**config.mk**
```make
export PLATFORM = sky130hd
export DESIGN_NAME = segsum_ctrl
export DESIGN_NICKNAME = d
export VERILOG_FILES = /design/src/rtl/core/segsum_pkg.sv /design/src/rtl/core/segsum_ctrl.sv
export VERILOG_INCLUDE_DIRS = /design/src /design/src/rtl/core
export SDC_FILE = /design/constraint.sdc
export NUM_CORES = 1
export LEC_CHECK = 0
export ABC_AREA = 1
export BUFFER_PORTS_ARGS = -buffer_cell sky130_fd_sc_hd__buf_2
export CORE_AREA = 8 8 45 47
export DETAILED_ROUTE_END_ITERATION = 12
export DIE_AREA = 0 0 53 55
export PLACE_DENSITY = 0.56
export SETUP_SLACK_MARGIN = 0.3
export SLEW_MARGIN = 40
export SYNTH_ARGS = -nofsm -noshare
export SYNTH_HDL_FRONTEND = slang
export SYNTH_SLANG_ARGS = --single-unit
```
**constraint.sdc**
```tcl
create_clock -name clk -period 1.73 [get_ports clk]
set_input_delay 0.519 -clock clk [delete_from_list [all_inputs] [get_ports clk]]
set_output_delay 0.519 -clock clk [all_outputs]
set_load 0.005 [all_outputs]
```
**src/rtl/core/segment_tree_range_sum_macros.svh**
```systemverilog
// Assertion macros shared by the segment tree range sum RTL
`ifndef SEGMENT_TREE_RANGE_SUM_MACROS_SVH
`define SEGMENT_TREE_RANGE_SUM_MACROS_SVH

// Same-cycle implication, disabled while reset is asserted.
`define SEGSUM_ASSERT_IMP(lbl, clk, rst_n, ante, cons, msg) \
	lbl: assert property (@(posedge clk) disable iff (!(rst_n)) (ante) |-> (cons)) \
		else $error(msg);

// Next-cycle implication, disabled while reset is asserted.
`define SEGSUM_ASSERT_NXT(lbl, clk, rst_n, ante, cons, msg) \
	lbl: assert property (@(posedge clk) disable iff (!(rst_n)) (ante) |=> (cons)) \
		else $error(msg);

// Invariant checked at every clock edge out of reset.
`define SEGSUM_ASSERT_ALW(lbl, clk, rst_n, expr, msg) \
	lbl: assert property (@(posedge clk) disable iff (!(rst_n)) (expr)) \
		else $error(msg);

`endif

```
**src/rtl/core/segsum_pkg.sv**
```systemverilog
// Shared types and constants for the segment tree range sum block
`timescale 1ns / 1ps
`default_nettype none
package segsum_pkg;

	localparam int IDX_W  = 10;
	localparam int DATA_W = 32;
	localparam int SIZE_W = 11;
	localparam int PADDR_W = 2;
	localparam int PDATA_W = 32;

	localparam logic [PADDR_W-1:0] REG_SIZE_IN_USE = 2'd0;

	localparam logic ACT_WRITE = 1'b0;
	localparam logic ACT_QUERY = 1'b1;

	// controller -> datapath
	typedef struct packed {
		logic clr_wr;
		logic load_item;
		logic wr_leaf;
		logic up_wr;
		logic q_acc;
		logic load_out;
	} cmd_t;

	// datapath -> controller
	typedef struct packed {
		logic clr_last;
		logic is_query;
		logic wr_ok;
		logic q_err;
		logic at_root;
		logic q_more;
	} sts_t;

endpackage
`default_nettype wire

```
**src/rtl/core/segsum_ctrl.sv**
```systemverilog
// Controller: sequences clearing, point updates, range queries and results
`timescale 1ns / 1ps
`default_nettype none
`include "segment_tree_range_sum_macros.svh"
module segsum_ctrl import segsum_pkg::*; (
	input  wire logic clk,
	input  wire logic arst_n,
	input  wire logic in_valid,
	output logic      in_ready,
	output logic      out_valid,
	input  wire logic out_ready,
	output cmd_t      cmd,
	input  wire sts_t sts
);

	typedef enum logic [2:0] {
		S_CLEAR,
		S_IDLE,
		S_DECODE,
		S_UP_RD,
		S_UP_WR,
		S_Q_RD,
		S_Q_ACC,
		S_RESULT
	} state_t;

	state_t state_q;
	logic   out_valid_q;
	logic   slot_free;

	assign slot_free = !out_valid_q || out_ready;
	assign in_ready  = (state_q == S_IDLE);
	assign out_valid = out_valid_q;

	always_comb begin
		cmd = '0;
		case (state_q)
			S_CLEAR:  cmd.clr_wr    = 1'b1;
			S_IDLE:   cmd.load_item = in_valid;
			S_DECODE: cmd.wr_leaf   = !sts.is_query && sts.wr_ok;
			S_UP_WR:  cmd.up_wr     = 1'b1;
			S_Q_ACC:  cmd.q_acc     = 1'b1;
			S_RESULT: cmd.load_out  = slot_free;
			default:  cmd = '0;
		endcase
	end

	always_ff @(posedge clk or negedge arst_n) begin
		if (!arst_n) begin
			state_q     <= S_CLEAR;
			out_valid_q <= 1'b0;
		end else begin
			if (cmd.load_out) begin
				out_valid_q <= 1'b1;
			end else if (out_ready) begin
				out_valid_q <= 1'b0;
			end
			case (state_q)
				S_CLEAR: begin
					if (sts.clr_last) state_q <= S_IDLE;
				end
				S_IDLE: begin
					if (in_valid) state_q <= S_DECODE;
				end
				S_DECODE: begin
					if (sts.is_query) begin
						state_q <= sts.q_err ? S_RESULT : S_Q_RD;
					end else begin
						state_q <= sts.wr_ok ? S_UP_RD : S_IDLE;
					end
				end
				S_UP_RD: state_q <= S_UP_WR;
				S_UP_WR: begin
					state_q <= sts.at_root ? S_IDLE : S_UP_RD;
				end
				S_Q_RD: state_q <= S_Q_ACC;
				S_Q_ACC: begin
					state_q <= sts.q_more ? S_Q_RD : S_RESULT;
				end
				S_RESULT: begin
					if (slot_free) state_q <= S_IDLE;
				end
				default: state_q <= S_CLEAR;
			endcase
		end
	end

	`SEGSUM_ASSERT_ALW(a_cmd_onehot, clk, arst_n, $onehot0(cmd), "two datapath commands at once")
	`SEGSUM_ASSERT_IMP(a_no_overwrite, clk, arst_n, cmd.load_out, !out_valid_q || out_ready, "result overwritten before taken")
	`SEGSUM_ASSERT_NXT(a_clear_holds, clk, arst_n, state_q == S_CLEAR && !sts.clr_last, state_q == S_CLEAR && !in_ready, "clear pass left early")
	`SEGSUM_ASSERT_IMP(a_idle_quiet, clk, arst_n, in_ready, !cmd.clr_wr && !cmd.wr_leaf && !cmd.up_wr, "memory written while idle")

endmodule
`default_nettype wire

```
---- After elaboration in Yosys (flattened, before gate mapping) ----
Index checks and enable logic that the tools add are counted.
word-level totals
  output and inout port bits .............. 8
  bits in registers ....................... 4
operators by class
  reductions and logical operators ........ 7
  multiplexer cells ....................... 17
  equal/unequal tests ..................... 10
operators with widths
  cell                count
  $pmux 3 s8          1
  $eq 3x3->1 const B  4
  $mux 3              4
  $mux 1              8
  $mux 2              4
  $eq 3x2->1 const B  2
  $ne 2x2->1 const B  3
  $eq 3x1->1 const B  1
  $logic_not 3->1     1
  $reduce_and 3->1    1
  $logic_not 1->1     2
  $reduce_bool 2->1   1
  $logic_and 1x1->1   1
  $logic_or 1x1->1    1

---- Depth between registers and ports, before layout ----
  depth after elaboration ................. 4
  gate-level depth with buffers ........... 8
  mapped depth without buffers ............ 7

---- Worst setup path before layout ----
Ideal clock, no wire load.
  kind .................................... input to output
  start point ............................. in out_ready
  end point ............................... out cmd[0] (netlist name)
  buffers on the path ..................... 0
  path slack .............................. 0.415 ns
  arrival ................................. 0.796 ns
  data required time ...................... 1.211 ns
  cell stages on the path ................. 2
  cell sequence ........................... nor2_1 nor2_1
RTL lines
  item                RTL line           RTL
  start: declaration  segsum_ctrl.sv:11  input wire logic out_ready,
  end: declaration    segsum_ctrl.sv:12  output cmd_t cmd,

==> results.toml <==
[global_route]
globalRouteMet1Util_pct = 6.85
grt_start_max_net_pins = 8
grt_pass1_vias = 418
grt_pass1_wl_um = 1610
grt_use_total_pct = 7.22
grt-ovfl-total = 0
grt.busiest_layer = "met2"
use_met2_pct = 14.1
antenna_found_initial = 0
met3_usage_pct = 3.21

[placement]
placed_cell_area_um2 = 454
place.gp.congestion = 0.725
io_buffers = 17
pre_cts_ws_ps = 217
place_hpwl_um = 750
place_inst = 84

[power]
fin_total_pwr_mw = 0.907
p_leak_nw = 0.323
power_frac_comb_pct = 63.2
p_int_mw = 0.486
power_density_mw_per_mm2 = 1620
power.share.clock_pct = 12.4
seqPwrFrac_pct = 24.4
switching_share_pct = 46.5
max-vdd-ir-drop_mv = 0.490
p_sw_mw = 0.422

[drt]
vias_per_cell = 4.31
drt-pass1-iter-count = 3
vias = 392
route.detailed.drc = 0
drt-total-wl_um = 934
ant_nets = 0
wire_per_inst_um = 10.3
drt_first_iter_violations = 2

[timing]
final.setup.tns_ps = 0
tightest_slew_ps = 201
slew_headroom_pct = 86.6
fin_crit_sh_pct = 94.0
whs_ps = 81.3
postLayoutSetupSlackWorst_ps = 103
clock_skew_ps = 4.15
maxSlewViolCount = 0
setup_viol = 0
hold_violations = 0
rsz0062_at_grt = "true"
fmax_mhz = 615
period_minus_slack_ps = 1630

[critical_path]
crit_type = "flip-flop to output pin"
crit_required_ps = 1210
cp.arrival_ps = 1110
worstSetupEndpointType = "output pin"
worstRegToRegCells = 8
critPathLaunchType = "flip-flop"
path_max_fanout = 7

[clocking]
root_buffer = "clkbuf_4"
clkSinkCount = 4
cts_tree = "yes"
numCtsBuffers = 3
clk_pin_slew_worst_paths_ps = 40
cts_buffer_depth = 2
worst_skew_pair.late_latency_ps = 230
htreeDepth = 1

[outcome]
status = "finished, final reports clean"

[hold_path]
holdCritPathClass = "input port to async pin"

[final_layout]
final_cells = 91
final_cell_mix = "buf_2 (17), nand2_1 (8), inv_1 (6)"
design_area_um2 = 562
nets = 87
area_delta_synth_final_pct = 62.7
final_common_cell = "buf_2"
drive_above_1_share_pct = 61.3
fin_util_pct = 40.6
diodes = 0

[synthesis]
ys.flop_type = "dfrtp_1"
syn_nets = 60
synth_seq_cells = 4
syn-cell-area_um2 = 345
synth_edf_count = 0
avgSynthCellArea_um2 = 6.91
yosysWarnings = 0
syn-instance-count = 50
async_flop_share_pct = 100
synth_cell_type_count = 18
seq_area_frac_synth_pct = 29.0

[job]
maxCapViolCount = 0

[floorplan]
std_cell_rows = 14
ioPinCount = 18
die_w_um = 53
die_area_mm2 = 0.00292
core_mm2 = 0.00138
die_h_um = 55
initial_core_util_pct = 25.0
power by group through the flow:
stage               Combinational (mW)  Clock [mW]  Sequential [mW]
floorplan                        0.321           0            0.185
global placement                 0.429           0            0.197
detailed placement               0.434           0            0.200
CTS                              0.558       0.120            0.220
global route                     0.646       0.127            0.232
finish                           0.573       0.113            0.222
worst paths after layout:
path | end | slack (ps) | from
min in group clk | out_valid$_DFFE_PN0P_ | 500 | out_ready
max in group asynchronous | state_q[1]$_DFFE_PN0P_ | 1520 | arst_n
setup / recovery | cmd[4] | 100 | state_q[1]$_DFFE_PN0P_
setup reg to reg | state_q[1]$_DFFE_PN0P_ | 500 | state_q[1]$_DFFE_PN0P_
hold reg to reg | out_valid$_DFFE_PN0P_ | 540 | out_valid$_DFFE_PN0P_
hold / removal | out_valid$_DFFE_PN0P_ | 80 | arst_n
final cells by class:
| type | count | area, um2 |
|---|---|---|
| inverter | 9 | 41.3 |
| timing repair buffer | 23 | 134 |
| multi-input combinational | 36 | 241 |
| tap | 16 | 20.0 |
| fill | 147 | 822 |
| sequential | 4 | 103 |
| clock buffer | 3 | 22.5 |
per-layer routing:
| metal | vias to the layer above | share of wire, % |
|---|---|---|
| met1 | 176 | 39 |
| met4 | 0 | 0 |
| met5 | - | 0 |
| met3 | 0 | 6.3 |
| met2 | 10 | 54 |
| li1 | 206 | - |
synth_stat cells (2+ instances only):
library cell	instances	area (um2)
dfrtp_1	4	100
nor2_1	6	22.5
inv_1	6	22.5
nor3_1	3	15.0
inv_2	2	7.51
nor2_2	3	18.8
nand2_2	3	18.8
nand3_1	3	15.0
o21ai_0	2	10.0
nand2_1	10	37.5
logic make-up after synthesis:
logic type / share of synthesized area, %
and+or+nand+nor: 48.6
buffers and inverters: 13.4
AOI/OAI and AO/OA: 9.06
DFF: 29.0
registers in the layout (all words and copies together), names as in the netlist:
| signal | flops |
|---|---|
| out_valid | 1 |
| state_q | 3 |
timing repair:
action | in CTS | in global routing
setup endpoints to repair | 7 | 7
pin swaps | 3 | 2
buffers inserted | 4 | 0
gates resized for setup | 12 | 3
hold buffers | 0 | 0
cloned | 0 | 0
worst max-delay path, stage by stage, from the launching register on:
cell	delay [ps]
dfrtp_2	470
nor2_4	140
nand2_4	80
nor2_1	80
buf_2	110
Note: power is estimated with default switching activity, not from simulation.
